==> config.mk <==
export PLATFORM = sky130hd
export DESIGN_NAME = scalar_kalman_filter_flat
export DESIGN_NICKNAME = d
export VERILOG_FILES = /design/src/rtl/skf_pkg.sv /design/src/rtl/skf_if.sv /design/src/rtl/scalar_kalman_filter.sv /design/src/rtl/skf_ctrl.sv /design/src/rtl/skf_dp.sv /design/src/flat_wrapper.sv
export SDC_FILE = /design/constraint.sdc
export NUM_CORES = 2
export LEC_CHECK = 0
export BUFFER_PORTS_ARGS = -buffer_cell sky130_fd_sc_hd__buf_2
export CAP_MARGIN = 5
export CORE_AREA = 5 5 291 293
export CTS_BUF_LIST = sky130_fd_sc_hd__clkbuf_8 sky130_fd_sc_hd__clkbuf_16
export CTS_CLUSTER_SIZE = 12
export DETAILED_ROUTE_END_ITERATION = 7
export DIE_AREA = 0 0 296 298
export GPL_TIMING_DRIVEN = 0
export PLACE_DENSITY_LB_ADDON = 0.05
export SYNTH_ARGS = -nofsm -noshare
export SYNTH_HDL_FRONTEND = slang
export SYNTH_SLANG_ARGS = --single-unit
==> constraint.sdc <==
create_clock -name clk_i -period 16.1 [get_ports clk_i]
set_clock_uncertainty 0.2 [all_clocks]
set_input_delay 1.61 -clock clk_i [delete_from_list [all_inputs] [get_ports clk_i]]
set_output_delay 1.61 -clock clk_i [all_outputs]
set_load 0.005 [all_outputs]
==> src/rtl/skf_pkg.sv <==
// Package with the widths, constants, sequencer states and control struct of the Kalman filter.
`timescale 1ns / 1ps

package skf_pkg;

  // Field widths.
  localparam int unsigned DataW  = 32;
  localparam int unsigned GainW  = 17;
  localparam int unsigned FracW  = 16;
  localparam int unsigned CfgIdxW = 1;

  // Quotient bits of the gain division, one per divider step.
  localparam int unsigned DivSteps = GainW;
  localparam int unsigned CntW     = $clog2(DivSteps);

  // Gain of exactly one in Q1.16.
  localparam logic [GainW-1:0] OneQ16 = GainW'(1) << FracW;

  // Saturation ceiling of the covariance.
  localparam logic [DataW-1:0] CovMax = '1;

  // Configuration register indexes.
  localparam logic [CfgIdxW-1:0] RegProcessNoise     = 1'b0;
  localparam logic [CfgIdxW-1:0] RegMeasurementNoise = 1'b1;

  // Reset values of the configuration registers.
  localparam logic [DataW-1:0] ProcessNoiseRst     = 32'd655;
  localparam logic [DataW-1:0] MeasurementNoiseRst = 32'd65536;

  // Sequencer states.
  typedef enum logic [2:0] {
    ST_IDLE,
    ST_PRED,
    ST_DEN,
    ST_DIV,
    ST_MEST,
    ST_MCOV,
    ST_FIN,
    ST_OUT
  } state_e;

  // Step strobes from the sequencer to the datapath.
  typedef struct packed {
    logic in_rdy;
    logic pred;
    logic den;
    logic div_step;
    logic mul_est;
    logic mul_cov;
    logic fin;
    logic out_load;
  } ctrl_t;

endpackage

==> src/rtl/skf_if.sv <==
// Stream interfaces for measurements in and filter results out.
`timescale 1ns / 1ps

interface skf_in_if;
  logic                              valid;
  logic                              ready;
  logic signed [skf_pkg::DataW-1:0]  measurement;

  modport source (output valid, output measurement, input ready);
  modport sink   (input valid, input measurement, output ready);
endinterface

interface skf_out_if;
  logic                              valid;
  logic                              ready;
  logic signed [skf_pkg::DataW-1:0]  estimate;
  logic        [skf_pkg::GainW-1:0]  gain;

  modport source (output valid, output estimate, output gain, input ready);
  modport sink   (input valid, input estimate, input gain, output ready);
endinterface

==> src/rtl/scalar_kalman_filter.sv <==
// Top level of the one-dimensional Kalman filter.
//
//   channel    dir  signals                         moves
//   meas_i     in   valid ready measurement         one sensor sample per transfer
//   result_o   out  valid ready estimate gain       one filter result per transfer
//   cfg_*_i    in   we idx data                     process and measurement noise writes
//
// After its transfer, a sample passes through the prediction, the divisor, the 17 steps of
// the radix-2 gain divider, two multiplies on the shared multiplier, the covariance and the
// load of the result register. The sequencer then goes back to idle to take the next
// sample once the output register is free.
// Input ready is high only while the sequencer is idle. A finished result waits in the
// output register while the next sample is taken; a sample that finishes before that
// result is taken holds in the last step. Reset and any configuration write clear the
// estimate and the covariance.
`timescale 1ns / 1ps

module scalar_kalman_filter (
  input  logic                               clk_i,
  input  logic                               rst_ni,
  skf_in_if.sink                             meas_i,
  skf_out_if.source                          result_o,
  input  logic                               cfg_we_i,
  input  logic [skf_pkg::CfgIdxW-1:0]        cfg_idx_i,
  input  logic [skf_pkg::DataW-1:0]          cfg_data_i
);

  skf_pkg::ctrl_t ctrl;
  logic           out_free;
  logic           in_fire;

  assign meas_i.ready = ctrl.in_rdy;
  assign in_fire      = meas_i.valid && ctrl.in_rdy;

  // Sequencer.
  skf_ctrl u_ctrl (
    .clk_i      (clk_i),
    .rst_ni     (rst_ni),
    .in_valid_i (meas_i.valid),
    .out_free_i (out_free),
    .ctrl_o     (ctrl)
  );

  // Arithmetic and state.
  skf_dp u_dp (
    .clk_i          (clk_i),
    .rst_ni         (rst_ni),
    .ctrl_i         (ctrl),
    .in_fire_i      (in_fire),
    .meas_i         (meas_i.measurement),
    .cfg_we_i       (cfg_we_i),
    .cfg_idx_i      (cfg_idx_i),
    .cfg_data_i     (cfg_data_i),
    .out_ready_i    (result_o.ready),
    .out_valid_o    (result_o.valid),
    .out_free_o     (out_free),
    .out_estimate_o (result_o.estimate),
    .out_gain_o     (result_o.gain)
  );

  // A sample transfer starts a busy period.
  assert property (@(posedge clk_i) disable iff (!rst_ni)
    in_fire |=> !meas_i.ready)
    else $error("input still ready right after a sample transfer");

  // The gain never exceeds one.
  assert property (@(posedge clk_i) disable iff (!rst_ni)
    result_o.valid |-> result_o.gain <= skf_pkg::OneQ16)
    else $error("gain above one");

  // A new result appears only through a load by the sequencer.
  assert property (@(posedge clk_i) disable iff (!rst_ni)
    $rose(result_o.valid) |-> $past(ctrl.out_load))
    else $error("result valid without a load");

  // The sequencer strobes at most one step per cycle.
  assert property (@(posedge clk_i) disable iff (!rst_ni)
    $onehot0(ctrl))
    else $error("more than one sequencer step active");

endmodule

==> src/rtl/skf_ctrl.sv <==
// Sequencer that steps the shared divider and multiplier through one filter update.
`timescale 1ns / 1ps

module skf_ctrl (
  input  logic                  clk_i,
  input  logic                  rst_ni,
  input  logic                  in_valid_i,
  input  logic                  out_free_i,
  output skf_pkg::ctrl_t        ctrl_o
);

  skf_pkg::state_e              state_q, state_d;
  logic [skf_pkg::CntW-1:0]     cnt_q, cnt_d;

  localparam logic [skf_pkg::CntW-1:0] LastStep = skf_pkg::CntW'(skf_pkg::DivSteps - 1);

  // State and step counter registers.
  always_ff @(posedge clk_i or negedge rst_ni) begin
    if (!rst_ni) begin
      state_q <= skf_pkg::ST_IDLE;
      cnt_q   <= '0;
    end else begin
      state_q <= state_d;
      cnt_q   <= cnt_d;
    end
  end

  // Next state.
  always_comb begin
    state_d = state_q;
    cnt_d   = cnt_q;
    case (state_q)
      skf_pkg::ST_IDLE: begin
        if (in_valid_i) state_d = skf_pkg::ST_PRED;
      end
      skf_pkg::ST_PRED: state_d = skf_pkg::ST_DEN;
      skf_pkg::ST_DEN: begin
        state_d = skf_pkg::ST_DIV;
        cnt_d   = '0;
      end
      skf_pkg::ST_DIV: begin
        cnt_d = cnt_q + 1'b1;
        if (cnt_q == LastStep) state_d = skf_pkg::ST_MEST;
      end
      skf_pkg::ST_MEST: state_d = skf_pkg::ST_MCOV;
      skf_pkg::ST_MCOV: state_d = skf_pkg::ST_FIN;
      skf_pkg::ST_FIN:  state_d = skf_pkg::ST_OUT;
      skf_pkg::ST_OUT: begin
        if (out_free_i) state_d = skf_pkg::ST_IDLE;
      end
      default: state_d = skf_pkg::ST_IDLE;
    endcase
  end

  // Step strobes.
  always_comb begin
    ctrl_o = '0;
    case (state_q)
      skf_pkg::ST_IDLE: ctrl_o.in_rdy   = 1'b1;
      skf_pkg::ST_PRED: ctrl_o.pred     = 1'b1;
      skf_pkg::ST_DEN:  ctrl_o.den      = 1'b1;
      skf_pkg::ST_DIV:  ctrl_o.div_step = 1'b1;
      skf_pkg::ST_MEST: ctrl_o.mul_est  = 1'b1;
      skf_pkg::ST_MCOV: ctrl_o.mul_cov  = 1'b1;
      skf_pkg::ST_FIN:  ctrl_o.fin      = 1'b1;
      skf_pkg::ST_OUT:  ctrl_o.out_load = out_free_i;
      default:          ctrl_o = '0;
    endcase
  end

endmodule

==> src/rtl/skf_dp.sv <==
// Datapath with the filter state, one compare-subtract divider step and one shared multiplier.
`timescale 1ns / 1ps

module skf_dp (
  input  logic                               clk_i,
  input  logic                               rst_ni,
  input  skf_pkg::ctrl_t                     ctrl_i,
  input  logic                               in_fire_i,
  input  logic signed [skf_pkg::DataW-1:0]   meas_i,
  input  logic                               cfg_we_i,
  input  logic [skf_pkg::CfgIdxW-1:0]        cfg_idx_i,
  input  logic [skf_pkg::DataW-1:0]          cfg_data_i,
  input  logic                               out_ready_i,
  output logic                               out_valid_o,
  output logic                               out_free_o,
  output logic signed [skf_pkg::DataW-1:0]   out_estimate_o,
  output logic [skf_pkg::GainW-1:0]          out_gain_o
);

  localparam int unsigned DW = skf_pkg::DataW;
  localparam int unsigned GW = skf_pkg::GainW;
  localparam int unsigned FW = skf_pkg::FracW;
  localparam int unsigned PW = GW + 1 + DW + 1;

  // Configuration and filter state.
  logic [DW-1:0]          q_noise_q, r_noise_q;
  logic signed [DW-1:0]   est_q;
  logic [DW-1:0]          cov_q;

  // Working registers of one update.
  logic signed [DW-1:0]   meas_q;
  logic [DW-1:0]          pp_q;
  logic signed [DW:0]     diff_q;
  logic [DW:0]            den_q;
  logic                   den_zero_q;
  logic [DW+1:0]          rem_q;
  logic [GW-1:0]          quot_q;
  logic signed [PW-1:0]   prod_q;

  // Result register.
  logic                   out_valid_q;
  logic signed [DW-1:0]   out_est_q;
  logic [GW-1:0]          out_gain_q;

  // Combinational terms.
  logic [DW:0]            pp_sum;
  logic [DW-1:0]          pp_sat;
  logic signed [DW+2:0]   trial;
  logic                   q_bit;
  logic [DW+1:0]          rem_next;
  logic [GW-1:0]          gain_w;
  logic signed [GW:0]     mul_a;
  logic signed [DW:0]     mul_b;
  logic signed [PW-1:0]   prod_d;
  logic signed [PW-1:0]   prod_sh;
  logic                   cfg_hit;

  assign cfg_hit = cfg_we_i &&
                   (cfg_idx_i == skf_pkg::RegProcessNoise ||
                    cfg_idx_i == skf_pkg::RegMeasurementNoise);

  // Predicted covariance, saturated at the top of the range.
  assign pp_sum = {1'b0, cov_q} + {1'b0, q_noise_q};
  assign pp_sat = pp_sum[DW] ? skf_pkg::CovMax : pp_sum[DW-1:0];

  // One restoring division step: compare and subtract the divisor.
  assign trial    = $signed({1'b0, rem_q}) - $signed({2'b00, den_q});
  assign q_bit    = !trial[DW+2];
  assign rem_next = q_bit ? trial[DW+1:0] : rem_q;

  // Gain is zero when the divisor is zero.
  assign gain_w = den_zero_q ? '0 : quot_q;

  // Shared multiplier: gain times innovation, then (one - gain) times covariance.
  always_comb begin
    if (ctrl_i.mul_est) begin
      mul_a = $signed({1'b0, gain_w});
      mul_b = diff_q;
    end else begin
      mul_a = $signed({1'b0, GW'(skf_pkg::OneQ16 - gain_w)});
      mul_b = $signed({1'b0, pp_q});
    end
  end

  assign prod_d  = PW'(mul_a) * PW'(mul_b);
  assign prod_sh = prod_q >>> FW;

  // Configuration registers.
  always_ff @(posedge clk_i or negedge rst_ni) begin
    if (!rst_ni) begin
      q_noise_q <= skf_pkg::ProcessNoiseRst;
      r_noise_q <= skf_pkg::MeasurementNoiseRst;
    end else if (cfg_we_i) begin
      if (cfg_idx_i == skf_pkg::RegProcessNoise) q_noise_q <= cfg_data_i;
      if (cfg_idx_i == skf_pkg::RegMeasurementNoise) r_noise_q <= cfg_data_i;
    end
  end

  // Estimate and covariance; a configuration write restarts the filter.
  always_ff @(posedge clk_i or negedge rst_ni) begin
    if (!rst_ni) begin
      est_q <= '0;
      cov_q <= '0;
    end else if (cfg_hit) begin
      est_q <= '0;
      cov_q <= '0;
    end else begin
      if (ctrl_i.mul_cov) est_q <= est_q + prod_sh[DW-1:0];
      if (ctrl_i.fin)     cov_q <= prod_q[DW+FW-1:FW];
    end
  end

  // Working registers, stepped by the sequencer.
  always_ff @(posedge clk_i) begin
    if (in_fire_i) meas_q <= meas_i;
    if (ctrl_i.pred) begin
      pp_q   <= pp_sat;
      diff_q <= $signed({meas_q[DW-1], meas_q}) - $signed({est_q[DW-1], est_q});
    end
    if (ctrl_i.den) begin
      den_q      <= {1'b0, pp_q} + {1'b0, r_noise_q};
      den_zero_q <= (pp_q == '0) && (r_noise_q == '0);
      rem_q      <= {2'b00, pp_q};
    end
    if (ctrl_i.div_step) begin
      rem_q  <= {rem_next[DW:0], 1'b0};
      quot_q <= {quot_q[GW-2:0], q_bit};
    end
    if (ctrl_i.mul_est || ctrl_i.mul_cov) prod_q <= prod_d;
  end

  // Result register, free again once its transfer completes.
  always_ff @(posedge clk_i or negedge rst_ni) begin
    if (!rst_ni) begin
      out_valid_q <= 1'b0;
    end else if (ctrl_i.out_load) begin
      out_valid_q <= 1'b1;
    end else if (out_ready_i) begin
      out_valid_q <= 1'b0;
    end
  end

  always_ff @(posedge clk_i) begin
    if (ctrl_i.out_load) begin
      out_est_q  <= est_q;
      out_gain_q <= gain_w;
    end
  end

  assign out_free_o     = !out_valid_q || out_ready_i;
  assign out_valid_o    = out_valid_q;
  assign out_estimate_o = out_est_q;
  assign out_gain_o     = out_gain_q;

endmodule
==> src/flat_wrapper.sv <==
// flat-port wrapper written by rule: the top's interface ports become plain ports
module scalar_kalman_filter_flat 
  (clk_i, rst_ni, cfg_we_i, cfg_idx_i, cfg_data_i, meas_i_valid, meas_i_measurement, meas_i_ready, result_o_valid, result_o_estimate, result_o_gain, result_o_ready);
  skf_in_if meas_i_i ();
  skf_out_if result_o_i ();
  input  logic clk_i;
  input  logic rst_ni;
  input  logic cfg_we_i;
  input  logic [skf_pkg::CfgIdxW-1:0] cfg_idx_i;
  input  logic [skf_pkg::DataW-1:0] cfg_data_i;
  input wire logic [$bits(meas_i_i.valid)-1:0] meas_i_valid;
  input wire logic [$bits(meas_i_i.measurement)-1:0] meas_i_measurement;
  output wire logic [$bits(meas_i_i.ready)-1:0] meas_i_ready;
  output wire logic [$bits(result_o_i.valid)-1:0] result_o_valid;
  output wire logic [$bits(result_o_i.estimate)-1:0] result_o_estimate;
  output wire logic [$bits(result_o_i.gain)-1:0] result_o_gain;
  input wire logic [$bits(result_o_i.ready)-1:0] result_o_ready;
  assign meas_i_i.valid = meas_i_valid;
  assign meas_i_i.measurement = meas_i_measurement;
  assign meas_i_ready = meas_i_i.ready;
  assign result_o_valid = result_o_i.valid;
  assign result_o_estimate = result_o_i.estimate;
  assign result_o_gain = result_o_i.gain;
  assign result_o_i.ready = result_o_ready;
  scalar_kalman_filter u_core (.clk_i(clk_i), .rst_ni(rst_ni), .meas_i(meas_i_i), .result_o(result_o_i), .cfg_we_i(cfg_we_i), .cfg_idx_i(cfg_idx_i), .cfg_data_i(cfg_data_i));
endmodule
==> results.sh <==
export IMPL_crit_required_ns=16.27
export IMPL_die_y_um=298
export IMPL_cts_hold_buffers=0
export IMPL_ys_warn_count=0
export IMPL_synthArstFlopShare=0.3425
export IMPL_ys_seq_elements=400
export IMPL_synth_top_cells_by_count="inv_1 (691), nand2_1 (547), fa_1 (519), nor2_1 (390), ha_1 (273)"
export IMPL_antenna_found_initial=2
export IMPL_rows=105
export IMPL_cp_start_kind="flip-flop"
export IMPL_antenna_left=0
export IMPL_crit_path_end_kind="flip-flop"
export IMPL_fin_util=0.5435
export IMPL_syn_nets=5032
export IMPL_cts_tree="done"
export IMPL_die_area_um2=88210
export IMPL_hold_class="reg -> reg"
export IMPL_synthToLayoutAreaGrowth_pct=9.454
export IMPL_ys_types=84
export IMPL_drt_wl_total_mm=125.9
export IMPL_cts_htree_levels=2
export IMPL_slowest_delay_ns=0.71
export IMPL_wire_per_inst_um=23.02
export IMPL_synth_seq_area_share=0.2795
export IMPL_cts_resized_gates=0
export IMPL_cts_sinks=400
export IMPL_ys_top_cells_by_area="fa_1 (26%), edfxtp_1 (19%), ha_1 (8.4%)"
export IMPL_multi_input_area_um2=26050
export IMPL_clock_path_buffers=3
export IMPL_cts_setup_buffers=0
export IMPL_gr_total_overflow=0
export IMPL_slew_headroom=0.02645
export IMPL_drive_above_1_share=0.07393
export IMPL_rsz0062_at_grt="false"
export IMPL_timing_hold_ws_ns=0.2446
export IMPL_grt_pass1_wl_mm=191.5
export IMPL_route_detailed_drc=0
export IMPL_fin_crit_sh=0.7084
export IMPL_fin_ws_ns=4.695
export IMPL_crit_path_max_fanout=10
export IMPL_cts_clk_slew_worst_paths_ns=0.06
export IMPL_arrival_ns=11.58
export IMPL_gp_congestion=0.9249
export IMPL_synth_area_per_cell_um2=9.715
export IMPL_io_buffers=120
export IMPL_synth_top_area_cell="fa_1"
export IMPL_reg2reg_slack_ns=4.69
export IMPL_cts_made_buffers=48
export IMPL_cts_root_buf="clkbuf_16"
export IMPL_hold_viol_final=0
export IMPL_synth_most_common_cell="inv_1"
export IMPL_drv_slew=0
export IMPL_ff_latch_area_um2=11320
export IMPL_tns_ns=0
export IMPL_outcome="finished clean"
export IMPL_hpwl_mm=103.9
export IMPL_io_pins=121
export IMPL_syn_inst=4170
export IMPL_synth_top_area_share=0.2565
export IMPL_vias=30620
export IMPL_period_minus_slack_ns=11.41
export IMPL_worstSkewPairLatency_ns=0.61
export IMPL_max_cap_violations=0
export IMPL_setup_violations=0
export IMPL_crit_type="reg -> reg"
export IMPL_fmax_mhz=87.68
export IMPL_drt_initial_drc_count=2708
export IMPL_die_w_um=296
export IMPL_synth_edf_count=262
export IMPL_grt_pass1_vias=30210
export IMPL_nets=5219
export IMPL_drt_first_pass_iters=8
export IMPL_worst_pin_slew_ns=1.450
export IMPL_synth_ff_type="edfxtp_1"
export IMPL_dp_slack_ns=4.654
export IMPL_initial_core_util=0.4966
export IMPL_grtUsageTotal=0.2865
export IMPL_coreArea_um2=81580
export IMPL_drt_vias_per_instance=5.600
export IMPL_synth_area_um2=40510
export IMPL_nFillCells=7424
export IMPL_crit_slowest_cell="clkbuf_1"
export IMPL_grt_max_degree=87
## registers in the layout, summed over array words and instances, names as in the netlist, 32 cells and up
register and count:
u_core.u_dp.pp_q 32, u_core.u_dp.prod_q 32, u_core.u_dp.cov_q 32, u_core.u_dp.diff_q 33, u_core.u_dp.den_q 33, u_core.u_dp.est_q 32
u_core.u_dp.out_estimate_o 32, u_core.u_dp.rem_q 34, u_core.u_dp.r_noise_q 32, u_core.u_dp.q_noise_q 32, u_core.u_dp.meas_q 32
## worst paths after layout
kind / cells past startpoint / endpoint / start
setup reg to reg: 30 / u_core.u_dp.prod_q[47]$_DFFE_PP_ / u_core.u_ctrl.state_q[0]$_DFFE_PN0P_
hold reg to reg: 0 / u_core.u_dp.quot_q[4]$_DFFE_PP_ / u_core.u_dp.quot_q[3]$_DFFE_PP_
hold / removal: 0 / u_core.u_dp.quot_q[4]$_DFFE_PP_ / u_core.u_dp.quot_q[3]$_DFFE_PP_
min in group asynchronous: 1 / u_core.u_dp.q_noise_q[23]$_DFFE_PN0P_ / rst_ni
setup / recovery: 30 / u_core.u_dp.prod_q[47]$_DFFE_PP_ / u_core.u_ctrl.state_q[0]$_DFFE_PN0P_
max in group asynchronous: 2 / u_core.u_dp.q_noise_q[3]$_DFFE_PN1P_ / rst_ni
## area by class of cell
type                            count  area share
Buffer                            137     0.01264
Timing Repair Buffer              137     0.01941
Multi-Input combinational cell   2940      0.5876
Clock inverter                     32    0.005869
Inverter                          693     0.05866
Antenna cell                        2   0.0001129
Clock buffer                       57     0.03014
Tap cell                         1070     0.03019
Sequential cell                   400      0.2554
## routing by layer
layer	part of all wire	global-route usage	vias up
li1	-	-	14000
met1	0.46	0.4319	15380
met2	0.44	0.4298	1075
met3	0.076	0.05520	168
met4	0.029	0.07101	0
met5	0	0	-
## critical path: cells and delay by family (launching register included)
kind	cells	cell delay, ns
flip-flops	1	0.36
adder cells (fa/ha/maj)	7	2.93
XOR/XNOR	1	0.24
multiplexers	1	0.58
buffers and inverters	9	2.74
AND/OR/NAND/NOR	6	1.90
AO/OA/AOI/OAI	6	2.16
## cell usage in the layout, fill, tap and decap left out, types with 51 or more instances in the layout
cell type,instances
a21oi_1,166
edfxtp_1,262
ha_1,273
nor2_1,390
mux2_2,63
a21o_1,65
o21a_1,51
xor2_1,54
inv_1,702
nor3_1,51
mux2i_1,56
xnor2_1,130
dfrtp_1,130
buf_2,127
fa_1,519
nand2_1,547
o21ai_0,122
clkbuf_1,111
## stage by stage
step	instance area, um2	cells
2_1_floorplan	40510	4170
3_3_place_gp	42450	5360
3_5_place_dp	42720	5374
4_1_cts	44320	5463
5_1_grt	44340	5466
6_report	44340	5468
## cells by family after synthesis
group           after synthesis  share of synthesized area
simple gates               1223                     0.1300
fa+ha+maj                   792                     0.3408
compound gates              622                     0.1006
xor+xnor                    184                    0.03978
flops                       400                     0.2795
mux                         119                    0.03135
buf+inv                     830                    0.07798
Power is not shown: default switching activity piles up to over one toggle a cycle in this logic, so the estimate is an artifact.
